`src/sv/tfaml_pkg.sv`:
```
// Shared types and constants for the throttle-from-acceleration map lookup.
package tfaml_pkg;

  localparam int VAL_W      = 16;
  localparam int CFG_IDX_W  = 4;
  localparam int CFG_DATA_W = 4;
  localparam int NUM_W      = 33;  // dividend magnitude bits
  localparam int DEN_W      = 16;  // divisor magnitude bits

  localparam logic [CFG_IDX_W-1:0] CFG_VEL_COLS = 4'd0;
  localparam logic [CFG_IDX_W-1:0] CFG_THR_ROWS = 4'd1;

  typedef enum logic [1:0] {
    FUNC_WR_VEL  = 2'd0,
    FUNC_WR_THR  = 2'd1,
    FUNC_WR_CELL = 2'd2,
    FUNC_QUERY   = 2'd3
  } func_t;

  typedef struct packed {
    func_t                   func;
    logic [2:0]              row;
    logic [2:0]              col;
    logic signed [VAL_W-1:0] value;
    logic signed [VAL_W-1:0] target_accel;
    logic signed [VAL_W-1:0] speed;
  } in_t;

  typedef struct packed {
    logic signed [VAL_W-1:0] throttle_out;
    logic                    in_throttle_area;
    logic                    at_max_throttle;
  } out_t;

  typedef struct packed {
    logic write_en;
    logic load_q;
    logic phase;       // 0 velocity stage, 1 throttle stage
    logic prev_ld;
    logic hit_interp;
    logic hit_clamp;
    logic ylo_ld;
    logic yhi_ld;
    logic mul;
    logic div_start;
    logic acc_wr;
    logic out_fire;
    logic out_brake;
    logic out_max;
  } cmd_t;

  typedef struct packed {
    logic q_lt_x;
    logic q_le_x;
    logic den_pos;
    logic div_done;
  } stat_t;

endpackage

```
`src/sv/tfaml_div.sv`:
```
// Restoring unsigned divider, one quotient bit per cycle.
module tfaml_div (
  input  logic                         clk,
  input  logic                         rst_n,
  input  logic                         start,
  input  logic [tfaml_pkg::NUM_W-1:0]  dividend,
  input  logic [tfaml_pkg::DEN_W-1:0]  divisor,
  output logic [tfaml_pkg::NUM_W-1:0]  quotient,
  output logic                         done
);

  localparam int NW = tfaml_pkg::NUM_W;
  localparam int DW = tfaml_pkg::DEN_W;
  localparam int CNT_W = $clog2(NW + 1);

  logic [NW-1:0]    quo_r, quo_nxt;
  logic [DW-1:0]    rem_r, rem_nxt;
  logic [DW-1:0]    den_r, den_nxt;
  logic [CNT_W-1:0] cnt_r, cnt_nxt;
  logic             run_r, run_nxt;
  logic             done_r, done_nxt;
  logic [DW:0]      rem_sh;
  logic [DW:0]      rem_sub;

  assign rem_sh  = {rem_r, quo_r[NW-1]};
  assign rem_sub = rem_sh - {1'b0, den_r};

  always_comb begin
    quo_nxt  = quo_r;
    rem_nxt  = rem_r;
    den_nxt  = den_r;
    cnt_nxt  = cnt_r;
    run_nxt  = run_r;
    done_nxt = 1'b0;
    if (start) begin
      quo_nxt = dividend;
      rem_nxt = '0;
      den_nxt = divisor;
      cnt_nxt = CNT_W'(NW);
      run_nxt = 1'b1;
    end else if (run_r) begin
      if (rem_sh >= {1'b0, den_r}) begin
        rem_nxt = rem_sub[DW-1:0];
        quo_nxt = {quo_r[NW-2:0], 1'b1};
      end else begin
        rem_nxt = rem_sh[DW-1:0];
        quo_nxt = {quo_r[NW-2:0], 1'b0};
      end
      cnt_nxt = cnt_r - 1'b1;
      if (cnt_r == CNT_W'(1)) begin
        run_nxt  = 1'b0;
        done_nxt = 1'b1;
      end
    end
  end

  always_ff @(posedge clk) begin
    if (!rst_n) begin
      run_r  <= 1'b0;
      done_r <= 1'b0;
      cnt_r  <= '0;
    end else begin
      run_r  <= run_nxt;
      done_r <= done_nxt;
      cnt_r  <= cnt_nxt;
    end
    quo_r <= quo_nxt;
    rem_r <= rem_nxt;
    den_r <= den_nxt;
  end

  assign quotient = quo_r;
  assign done     = done_r;

endmodule

```
`src/sv/tfaml_dpath.sv`:
```
// Datapath: table memories, compares, multiplier, divider and result register.
module tfaml_dpath #(
  parameter int MAXC = 8,
  parameter int MAXR = 8,
  parameter int IW   = 3
) (
  input  logic                clk,
  input  logic                rst_n,
  input  tfaml_pkg::in_t      in_data,
  input  tfaml_pkg::cmd_t     cmd,
  input  logic [IW-1:0]       x_addr,
  input  logic [IW-1:0]       y_idx,
  input  logic [IW-1:0]       y_row,
  output tfaml_pkg::stat_t    st,
  output logic                out_valid,
  output tfaml_pkg::out_t     out_data
);

  localparam int CW = $clog2(MAXC);
  localparam int RW = $clog2(MAXR);
  localparam int AW = $clog2(MAXR * MAXC);

  logic signed [15:0] vbp_mem  [MAXC];
  logic signed [15:0] tbp_mem  [MAXR];
  logic signed [15:0] cell_mem [MAXR*MAXC];
  logic signed [15:0] acc_mem  [MAXR];

  logic signed [15:0] vbp_rd_r, tbp_rd_r, cell_rd_r, acc_rd_r;
  logic signed [15:0] spd_r, tgt_r, prev_r, xlo_r, xhi_r, ylo_r, yhi_r;
  logic signed [33:0] num_r;
  logic signed [16:0] den_r;
  logic               out_valid_r;
  tfaml_pkg::out_t    out_r;

  logic signed [15:0] x_rd, y_rd, q_sel, res;
  logic signed [16:0] dq, dy, dx;
  logic signed [33:0] prod, num_abs, squot;
  logic signed [34:0] sum;
  logic [tfaml_pkg::NUM_W-1:0] quot;
  logic               div_done;
  logic [31:0]        wr_row, wr_col;
  logic [AW-1:0]      cell_rd_addr, cell_wr_addr;

  assign wr_row = 32'(in_data.row);
  assign wr_col = 32'(in_data.col);
  assign cell_wr_addr = AW'(wr_row * MAXC + wr_col);
  assign cell_rd_addr = AW'(32'(y_row[RW-1:0]) * MAXC + 32'(y_idx[CW-1:0]));

  // table writes
  always_ff @(posedge clk) begin
    if (cmd.write_en) begin
      unique case (in_data.func)
        tfaml_pkg::FUNC_WR_VEL:
          if (wr_col < MAXC) vbp_mem[wr_col[CW-1:0]] <= in_data.value;
        tfaml_pkg::FUNC_WR_THR:
          if (wr_row < MAXR) tbp_mem[wr_row[RW-1:0]] <= in_data.value;
        tfaml_pkg::FUNC_WR_CELL:
          if (wr_row < MAXR && wr_col < MAXC) cell_mem[cell_wr_addr] <= in_data.value;
        tfaml_pkg::FUNC_QUERY: ;
        default: ;
      endcase
    end
    if (cmd.acc_wr) acc_mem[y_row[RW-1:0]] <= res;
  end

  // registered reads
  always_ff @(posedge clk) begin
    vbp_rd_r  <= vbp_mem[x_addr[CW-1:0]];
    acc_rd_r  <= acc_mem[x_addr[RW-1:0]];
    tbp_rd_r  <= tbp_mem[y_idx[RW-1:0]];
    cell_rd_r <= cell_mem[cell_rd_addr];
  end

  assign x_rd  = cmd.phase ? acc_rd_r : vbp_rd_r;
  assign y_rd  = cmd.phase ? tbp_rd_r : cell_rd_r;
  assign q_sel = cmd.phase ? tgt_r : spd_r;

  assign st.q_lt_x  = q_sel < x_rd;
  assign st.q_le_x  = q_sel <= x_rd;
  assign st.den_pos = den_r > 17'sd0;
  assign st.div_done = div_done;

  assign dq   = {q_sel[15], q_sel} - {xlo_r[15], xlo_r};
  assign dy   = {yhi_r[15], yhi_r} - {ylo_r[15], ylo_r};
  assign dx   = {xhi_r[15], xhi_r} - {xlo_r[15], xlo_r};
  assign prod = dq * dy;

  always_ff @(posedge clk) begin
    if (cmd.load_q) begin
      spd_r <= in_data.speed;
      tgt_r <= in_data.target_accel;
    end
    if (cmd.prev_ld) prev_r <= x_rd;
    if (cmd.hit_interp) begin
      xlo_r <= prev_r;
      xhi_r <= x_rd;
    end else if (cmd.hit_clamp) begin
      xlo_r <= x_rd;
      xhi_r <= x_rd;
    end
    if (cmd.ylo_ld) ylo_r <= y_rd;
    if (cmd.yhi_ld) yhi_r <= y_rd;
    if (cmd.mul) begin
      num_r <= prod;
      den_r <= dx;
    end
  end

  assign num_abs = num_r[33] ? -num_r : num_r;

  tfaml_div u_div (
    .clk      (clk),
    .rst_n    (rst_n),
    .start    (cmd.div_start),
    .dividend (num_abs[tfaml_pkg::NUM_W-1:0]),
    .divisor  (den_r[tfaml_pkg::DEN_W-1:0]),
    .quotient (quot),
    .done     (div_done)
  );

  assign squot = num_r[33] ? -$signed({1'b0, quot}) : $signed({1'b0, quot});
  assign sum   = 35'(ylo_r) + 35'(squot);

  always_comb begin
    if (!st.den_pos)                res = yhi_r;
    else if (sum > 35'sd32767)      res = 16'sh7fff;
    else if (sum < -35'sd32768)     res = 16'sh8000;
    else                            res = sum[15:0];
  end

  always_ff @(posedge clk) begin
    if (!rst_n) out_valid_r <= 1'b0;
    else        out_valid_r <= cmd.out_fire;
    if (cmd.out_fire) begin
      out_r.throttle_out     <= cmd.out_brake ? 16'sd0 : res;
      out_r.in_throttle_area <= !cmd.out_brake;
      out_r.at_max_throttle  <= cmd.out_max;
    end
  end

  assign out_valid = out_valid_r;
  assign out_data  = out_r;

endmodule

```
`src/sv/tfaml_ctrl.sv`:
```
// Controller: config registers, breakpoint scan and per-row sequencing.
module tfaml_ctrl #(
  parameter int MAXC = 8,
  parameter int MAXR = 8,
  parameter int IW   = 3
) (
  input  logic                                clk,
  input  logic                                rst_n,
  input  logic                                start,
  input  tfaml_pkg::func_t                    func,
  output logic                                busy,
  input  logic                                cfg_valid,
  output logic                                cfg_ready,
  input  logic [tfaml_pkg::CFG_IDX_W-1:0]     cfg_index,
  input  logic [tfaml_pkg::CFG_DATA_W-1:0]    cfg_data,
  input  tfaml_pkg::stat_t                    st,
  output tfaml_pkg::cmd_t                     cmd,
  output logic [IW-1:0]                       x_addr,
  output logic [IW-1:0]                       y_idx,
  output logic [IW-1:0]                       y_row
);

  localparam int NW = IW + 1;

  typedef enum logic [13:0] {
    S_IDLE = 14'b00000000000001,
    S_RD0  = 14'b00000000000010,
    S_CK0  = 14'b00000000000100,
    S_RDL  = 14'b00000000001000,
    S_CKL  = 14'b00000000010000,
    S_RDI  = 14'b00000000100000,
    S_CKI  = 14'b00000001000000,
    S_YLO  = 14'b00000010000000,
    S_YHI  = 14'b00000100000000,
    S_YWT  = 14'b00001000000000,
    S_MUL  = 14'b00010000000000,
    S_CHK  = 14'b00100000000000,
    S_DIV  = 14'b01000000000000,
    S_FIN  = 14'b10000000000000
  } state_t;

  state_t        state_r, state_nxt;
  logic [3:0]    vcols_r, vcols_nxt, trows_r, trows_nxt;
  logic          phase_r, phase_nxt, max_r, max_nxt, eq0_r, eq0_nxt;
  logic [IW-1:0] idx_r, idx_nxt, lo_r, lo_nxt, hi_r, hi_nxt, row_r, row_nxt;
  logic [NW-1:0] nc, nr, n, n_m1, nr_m1;
  logic          accept;

  assign cfg_ready = 1'b1;
  assign busy      = (state_r != S_IDLE);
  assign accept    = start && !busy;

  always_comb begin
    vcols_nxt = vcols_r;
    trows_nxt = trows_r;
    if (cfg_valid && cfg_ready) begin
      unique case (cfg_index)
        tfaml_pkg::CFG_VEL_COLS: vcols_nxt = cfg_data;
        tfaml_pkg::CFG_THR_ROWS: trows_nxt = cfg_data;
        default: ;
      endcase
    end
  end

  always_comb begin
    if (vcols_r < 4'd2)            nc = NW'(2);
    else if (32'(vcols_r) > MAXC)  nc = NW'(MAXC);
    else                           nc = NW'(vcols_r);
    if (trows_r < 4'd2)            nr = NW'(2);
    else if (32'(trows_r) > MAXR)  nr = NW'(MAXR);
    else                           nr = NW'(trows_r);
  end

  assign n     = phase_r ? nr : nc;
  assign n_m1  = n - 1'b1;
  assign nr_m1 = nr - 1'b1;

  always_comb begin
    unique case (state_r)
      S_RD0:   x_addr = '0;
      S_RDL:   x_addr = n_m1[IW-1:0];
      default: x_addr = idx_r;
    endcase
  end
  assign y_idx = (state_r == S_YHI) ? hi_r : lo_r;
  assign y_row = row_r;

  always_comb begin
    state_nxt = state_r;
    phase_nxt = phase_r;
    max_nxt   = max_r;
    eq0_nxt   = eq0_r;
    idx_nxt   = idx_r;
    lo_nxt    = lo_r;
    hi_nxt    = hi_r;
    row_nxt   = row_r;
    cmd       = '0;
    cmd.phase = phase_r;
    cmd.out_max = max_r;
    unique case (state_r)
      S_IDLE: begin
        if (accept) begin
          if (func == tfaml_pkg::FUNC_QUERY) begin
            cmd.load_q = 1'b1;
            phase_nxt  = 1'b0;
            max_nxt    = 1'b0;
            state_nxt  = S_RD0;
          end else begin
            cmd.write_en = 1'b1;
          end
        end
      end
      S_RD0: state_nxt = S_CK0;
      S_CK0: begin
        if (phase_r && st.q_lt_x) begin
          cmd.out_fire  = 1'b1;
          cmd.out_brake = 1'b1;
          state_nxt     = S_IDLE;
        end else if (st.q_le_x && !phase_r) begin
          cmd.hit_clamp = 1'b1;
          lo_nxt    = '0;
          hi_nxt    = '0;
          row_nxt   = '0;
          state_nxt = S_YLO;
        end else begin
          // target equal to the first row value: max check against the last
          // row still comes first, then it clamps low
          cmd.prev_ld = 1'b1;
          eq0_nxt     = st.q_le_x;
          state_nxt   = S_RDL;
        end
      end
      S_RDL: state_nxt = S_CKL;
      S_CKL: begin
        if (!st.q_lt_x || eq0_r) begin
          // at or past the last breakpoint; above it in throttle stage means max
          if (phase_r && !st.q_le_x) max_nxt = 1'b1;
          cmd.hit_clamp = 1'b1;
          if (eq0_r && st.q_le_x) begin
            lo_nxt = '0;
            hi_nxt = '0;
          end else begin
            lo_nxt = n_m1[IW-1:0];
            hi_nxt = n_m1[IW-1:0];
          end
          row_nxt   = '0;
          state_nxt = S_YLO;
        end else begin
          idx_nxt   = IW'(1);
          state_nxt = S_RDI;
        end
      end
      S_RDI: state_nxt = S_CKI;
      S_CKI: begin
        if (st.q_le_x || ({1'b0, idx_r} == n_m1)) begin
          cmd.hit_interp = 1'b1;
          lo_nxt    = idx_r - 1'b1;
          hi_nxt    = idx_r;
          row_nxt   = '0;
          state_nxt = S_YLO;
        end else begin
          cmd.prev_ld = 1'b1;
          idx_nxt     = idx_r + 1'b1;
          state_nxt   = S_RDI;
        end
      end
      S_YLO: state_nxt = S_YHI;
      S_YHI: begin
        cmd.ylo_ld = 1'b1;
        state_nxt  = S_YWT;
      end
      S_YWT: begin
        cmd.yhi_ld = 1'b1;
        state_nxt  = S_MUL;
      end
      S_MUL: begin
        cmd.mul   = 1'b1;
        state_nxt = S_CHK;
      end
      S_CHK: begin
        if (st.den_pos) begin
          cmd.div_start = 1'b1;
          state_nxt     = S_DIV;
        end else begin
          state_nxt = S_FIN;
        end
      end
      S_DIV: if (st.div_done) state_nxt = S_FIN;
      S_FIN: begin
        if (phase_r) begin
          cmd.out_fire = 1'b1;
          state_nxt    = S_IDLE;
        end else begin
          cmd.acc_wr = 1'b1;
          if ({1'b0, row_r} == nr_m1) begin
            phase_nxt = 1'b1;
            state_nxt = S_RD0;
          end else begin
            row_nxt   = row_r + 1'b1;
            state_nxt = S_YLO;
          end
        end
      end
      default: state_nxt = S_IDLE;
    endcase
  end

  always_ff @(posedge clk) begin
    if (!rst_n) begin
      state_r <= S_IDLE;
      vcols_r <= 4'd8;
      trows_r <= 4'd8;
      phase_r <= 1'b0;
      max_r   <= 1'b0;
      eq0_r   <= 1'b0;
    end else begin
      state_r <= state_nxt;
      vcols_r <= vcols_nxt;
      trows_r <= trows_nxt;
      phase_r <= phase_nxt;
      max_r   <= max_nxt;
      eq0_r   <= eq0_nxt;
    end
    idx_r <= idx_nxt;
    lo_r  <= lo_nxt;
    hi_r  <= hi_nxt;
    row_r <= row_nxt;
  end

  a_idle_only_after_result: assert property (@(posedge clk) disable iff (!rst_n)
    $fell(busy) |-> $past(cmd.out_fire))
    else $error("returned to idle without a result");

  a_query_goes_busy: assert property (@(posedge clk) disable iff (!rst_n)
    (accept && func == tfaml_pkg::FUNC_QUERY) |=> busy)
    else $error("query accepted but block not busy");

  a_div_needs_pos_den: assert property (@(posedge clk) disable iff (!rst_n)
    cmd.div_start |-> st.den_pos)
    else $error("divider started with non-positive divisor");

  a_scan_in_range: assert property (@(posedge clk) disable iff (!rst_n)
    (state_r == S_CKI) |-> ({1'b0, idx_r} <= n_m1 && idx_r != '0))
    else $error("breakpoint scan index out of range");

endmodule

```
`src/sv/throttle_from_accel_map_lookup_top.sv`:
```
// Top level of the throttle-from-acceleration map lookup.
//
// Usage:
//  - Input channel: an item transfers at a rising edge with start high and
//    busy low. func selects write velocity breakpoint, write throttle
//    breakpoint, write map cell, or query. Writes complete in that cycle and
//    produce no result; busy stays low.
//  - A query raises busy. Every used map row is interpolated at the speed
//    (clamped to the end columns), then the throttle is interpolated against
//    the target acceleration (0 below row 0). One result shows on out_data
//    for a single cycle with out_valid high; the receiver cannot stall it.
//  - Each interpolation over a positive breakpoint span runs a 33-step
//    restoring divider; the breakpoint scans read each table entry in a
//    read state, then compare it in a check state. busy drops in the
//    result cycle, so the next item can transfer then.
//  - Config channel: cfg_ready is always high; index 0 sets the velocity
//    column count, index 1 the throttle row count (clamped to 2..max).
//    Write config only while idle.
//  - Reset: counts return to 8; the tables are not cleared and must be
//    loaded before querying.
module throttle_from_accel_map_lookup_top #(
  parameter int MAX_VELOCITY_COLUMNS = 8,
  parameter int MAX_THROTTLE_ROWS    = 8
) (
  input  logic                              clk,
  input  logic                              rst_n,
  input  logic                              start,
  output logic                              busy,
  input  tfaml_pkg::in_t                    in_data,
  output logic                              out_valid,
  output tfaml_pkg::out_t                   out_data,
  input  logic                              cfg_valid,
  output logic                              cfg_ready,
  input  logic [tfaml_pkg::CFG_IDX_W-1:0]   cfg_index,
  input  logic [tfaml_pkg::CFG_DATA_W-1:0]  cfg_data
);

  // index width covers the larger of the two table dimensions
  localparam int MAXI = (MAX_VELOCITY_COLUMNS > MAX_THROTTLE_ROWS) ?
                        MAX_VELOCITY_COLUMNS : MAX_THROTTLE_ROWS;
  localparam int IW   = $clog2(MAXI);

  tfaml_pkg::cmd_t  cmd;
  tfaml_pkg::stat_t st;
  logic [IW-1:0]    x_addr, y_idx, y_row;

  // sequencer: owns counts, scan indices and row loop
  tfaml_ctrl #(
    .MAXC (MAX_VELOCITY_COLUMNS),
    .MAXR (MAX_THROTTLE_ROWS),
    .IW   (IW)
  ) u_ctrl (
    .clk       (clk),
    .rst_n     (rst_n),
    .start     (start),
    .func      (in_data.func),
    .busy      (busy),
    .cfg_valid (cfg_valid),
    .cfg_ready (cfg_ready),
    .cfg_index (cfg_index),
    .cfg_data  (cfg_data),
    .st        (st),
    .cmd       (cmd),
    .x_addr    (x_addr),
    .y_idx     (y_idx),
    .y_row     (y_row)
  );

  // tables, arithmetic and the result register
  tfaml_dpath #(
    .MAXC (MAX_VELOCITY_COLUMNS),
    .MAXR (MAX_THROTTLE_ROWS),
    .IW   (IW)
  ) u_dpath (
    .clk       (clk),
    .rst_n     (rst_n),
    .in_data   (in_data),
    .cmd       (cmd),
    .x_addr    (x_addr),
    .y_idx     (y_idx),
    .y_row     (y_row),
    .st        (st),
    .out_valid (out_valid),
    .out_data  (out_data)
  );

endmodule
```
`config.mk`:
```
export PLATFORM = sky130hd
export DESIGN_NAME = throttle_from_accel_map_lookup_top
export DESIGN_NICKNAME = d
export VERILOG_FILES = /design/src/sv/tfaml_pkg.sv /design/src/sv/tfaml_div.sv /design/src/sv/tfaml_dpath.sv /design/src/sv/tfaml_ctrl.sv /design/src/sv/throttle_from_accel_map_lookup_top.sv
export SDC_FILE = /design/constraint.sdc
export NUM_CORES = 2
export LEC_CHECK = 0
export CORE_MARGIN = 10
export CORE_UTILIZATION = 25
export CTS_BUF_LIST = sky130_fd_sc_hd__clkbuf_4
export CTS_CLUSTER_SIZE = 28
export DETAILED_ROUTE_END_ITERATION = 10
export DONT_BUFFER_PORTS = 1
export SLEW_MARGIN = 10
export SYNTH_ARGS = -nofsm -noshare
export SYNTH_HDL_FRONTEND = slang
export SYNTH_SLANG_ARGS = --single-unit
```
`constraint.sdc`:
```
create_clock -name clk -period 18.2 [get_ports clk]
set_clock_uncertainty 0.1 [all_clocks]
set_input_delay 1.82 -clock clk [delete_from_list [all_inputs] [get_ports clk]]
set_output_delay 1.82 -clock clk [all_outputs]
set_load 0.005 [all_outputs]
```
==> results.cfg <==
[synth]
asr_flop_ratio_synth_pct = 0
synth.top_cells.by_area = edfxtp_1 59%, mux4_2 8.6%, fa_1 7.1%, nand2_1 3.1%, ha_1 3.1%
syn-cell-area_mm2 = 0.0845
synth-compound-area-share_pct = 4.72
post_synth_xor_area_fraction_pct = 1.83
syn-mean-instance-area_um2 = 14.5
synth_fa_ha_area_share_pct = 10.2
ys.warnings.count = 0
ys_seq_elements = 1764
ys_seq_area_share_pct = 61.3
synth_top_family_by_area = adder cells
multiplexer_area_fraction_after_synthesis_pct = 10.1
postSynthCellCount = 5823
ys_dominant_reg_cell = edfxtp_1
synth.distinct_cells = 83
synth_edf_count = 1650
synth.net_count = 6400
top_cell_type_s_share_of_synthesized_area_pct = 58.6
synth_simple_gate_area_share_pct = 8.79
synth_area_leader_cell = edfxtp_1

[pwr]
seqPwrFrac_pct = 42.6
p_switching_w = 0.00329
power.combinational.fraction_pct = 27.5
clockPowerShare_pct = 29.9
power_leakage_nw = 34.1
ir_drop_v = 0.000174
p_int_w = 0.00755
p_per_area_mw_per_mm2 = 113
power_switching_share_pct = 30.3

[drt]
postRouteAntennaNets = 0
first_pass_iters = 6
drt_iter0_markers = 4347
detail_route.drc_violations = 0
post_drt_via_cell_ratio = 4.59
drt-total-wl_mm = 226
vias = 50600
route.detailed.wl_per_inst_um = 20.5

[worst_setup_path]
arrival_ns = 11.28
most_used_cell_along_the_critical_path = fa_1
critPathLaunchType = flip-flop
timing_worst_setup_path_type = reg2reg
cp_slowest_stage_delay_ns = 0.88
worstSetupStartpoint = u_ctrl.phase_r$_SDFFE_PN0P_
path_max_fanout = 17
timing.rr.start = u_ctrl.phase_r$_SDFFE_PN0P_
crit_path_end_kind = flip-flop
crit_required_ns = 19.11
critical_path.slowest_cell = a2111oi_0

[sta]
worst-slew-pin-transition_ns = 1.29
setup_repair_after_global_routing_missed_its_margin = false
finalCritPeriodShare_pct = 57.0
finalCriticalPeriod_ns = 10.38
achievable-frequency_mhz = 96.4
setup_total_negative_slack_ns = 0
maxSlewViolCount = 0
setup_viol = 0
max-slew-margin-rel_pct = 13.1
final_hold_viols = 0

[clock_tree]
cts-buffers-inserted = 436
postcts_setup_bufs = 0
num_clock_sinks = 1764
htree_levels = 5
tritoncts_clock_tree = yes
cts_hold_buf = 0
cts.path.max_buffers = 4
total_of_cells_resized_after_clock_tree_synthesis = 0
clock_latency_ns = 1.31
cts-root-buf = clkbuf_4
clkSlewWorstSetupHoldPaths_ns = 0.07

[layout]
final_cell_mix = 1650 x edfxtp_1, 703 x nand2_1, 627 x clkbuf_4
post_layout_nonfiller_instances = 11000
drive_gt1_share_pct = 19.8
post-route-util_pct = 28.6
area.growth.synth_to_final_pct = 13.7
num-nets-final = 6747
final_common_cell = edfxtp_1

[floorplan]
die_width_um = 602
core.rowCount = 213
core_region_area_mm2 = 0.337
initial_core_util_pct = 25.1
floorplan.die.height_um = 602
ioPinCount = 89
fp.dieArea_mm2 = 0.362

[global_route]
grt_util_all_layers_pct = 12.0
grt_pass1_wl_mm = 335
first_global_vias = 52200
antenna_found_initial = 20
globalRouteOverflowTotal = 0
grt_max_degree = 107

[placed_design]
dp_cells = 10200
gpl.final_weighted_congestion = 0.877
port_buffers = 0
detailed_place_hpwl_mm = 150

[min_path]
hold_path.startpoint = u_dpath.den_r[3]$_DFFE_PP_
min_path_type = reg2reg

[outcome]
status = completed

[flow_run]
max_capacitance_violation_count = 0
per-layer routing:
metal / vias to the layer above / share of wire [%] / GRT usage (%)
li1: 22500 / - / -
met2: 1703 / 51 / 21.0
met1: 26000 / 39 / 14.8
met3: 379 / 6.4 / 2.20
met5: - / 0.018 / 0
met4: 6 / 3.2 / 4.03
synthesized netlist by cell type (16+ instances only):
| library cell | count |
|---|---|
| edfxtp_1 | 1650 |
| nand2_1 | 703 |
| inv_1 | 406 |
| nor2_1 | 361 |
| mux4_2 | 322 |
| fa_1 | 301 |
| ha_1 | 208 |
| nand3_1 | 206 |
| o21ai_0 | 192 |
| clkbuf_1 | 165 |
| a21oi_1 | 152 |
| xnor2_1 | 118 |
| dfxtp_1 | 114 |
| mux2_2 | 64 |
| xor2_1 | 59 |
| nor3_1 | 57 |
| mux2i_1 | 55 |
| nor2b_1 | 43 |
| and2_1 | 42 |
| o22ai_1 | 40 |
| nand2b_1 | 36 |
| buf_1 | 34 |
| or3_1 | 34 |
| nor4_1 | 33 |
| buf_2 | 31 |
| a21o_1 | 30 |
| o21a_1 | 28 |
| o31ai_1 | 24 |
| nand4_1 | 22 |
| or4_1 | 22 |
| or2_2 | 19 |
| nor3b_1 | 17 |
| a211oi_1 | 16 |
| a21boi_0 | 16 |
| o32ai_1 | 16 |
logic make-up (layout without fill, tap and decap cells):
logic type                 count (synthesis)  count (layout)
buffers and inverters                    653            1333
and+or+nand+nor                         1641            1641
other                                      1              11
xor gates and xnor gates                 177             177
AOI/OAI and AO/OA                        637             637
adders and majority gates                509             509
DFF                                     1764            1764
muxes                                    441             441
flip-flops by register name, indices dropped and copies added, names as in the netlist, 17 cells and up:
register / cells
u_dpath.acc_mem: 128
u_dpath.cell_mem: 1024
u_dpath.den_r: 17
u_dpath.num_r: 34
u_dpath.out_data: 18
u_dpath.tbp_mem: 128
u_dpath.u_div.quotient: 33
u_dpath.vbp_mem: 128
through the flow:
step	setup slack [ns]	area, um^2	power (W)	hold slack [ns]
after floorplan	8.33	84500	0.00699	0.302
after global placement	7.91	90600	0.00764	0.332
after detailed placement	7.76	90600	0.00768	0.334
after CTS	7.79	96100	0.0109	0.302
after global routing	7.19	96100	0.0116	0.326
final	7.82	96100	0.0108	0.310
power by group through the flow:
stage / clock [W] / combinational [W] / sequential, W
final: 0.00324 / 0.00298 / 0.00462
after global routing: 0.00356 / 0.00339 / 0.00462
after CTS: 0.00334 / 0.00299 / 0.00462
after detailed placement: 0 / 0.00298 / 0.00470
after global placement: 0 / 0.00294 / 0.00470
after floorplan: 0 / 0.00228 / 0.00470
area by class of cell:
class	instances	area [um^2]
Multi-Input combinational cell	3406	30400
Antenna cell	10	25.0
Inverter	406	1520
Clock inverter	144	793
Sequential cell	1764	51800
Fill cell	33900	240000
Clock buffer	627	4710
Timing Repair Buffer	156	1230
Tap cell	4515	5650
worst paths after layout:
check                                      to  slack (ns)  depth (start not counted)
max               u_dpath.num_r[31]$_DFFE_PP_        7.82                         30
min          u_dpath.u_div.den_r[3]$_DFFE_PP_        0.31                          0
max reg2reg       u_dpath.num_r[31]$_DFFE_PP_        7.82                         30
min reg2reg  u_dpath.u_div.den_r[3]$_DFFE_PP_        0.31                          0
worst max-delay path: cells and delay by family (launching register included):
| family | cells | cell delay [ns] |
|---|---|---|
| AO/OA/AOI/OAI | 13 | 3.95 |
| adder cells (fa/ha/maj) | 8 | 3.65 |
| AND/OR/NAND/NOR | 4 | 1.19 |
| flip-flops | 1 | 0.61 |
| multiplexers | 1 | 0.35 |
| buffers and inverters | 4 | 0.27 |
(Power assumes the default switching activity.)
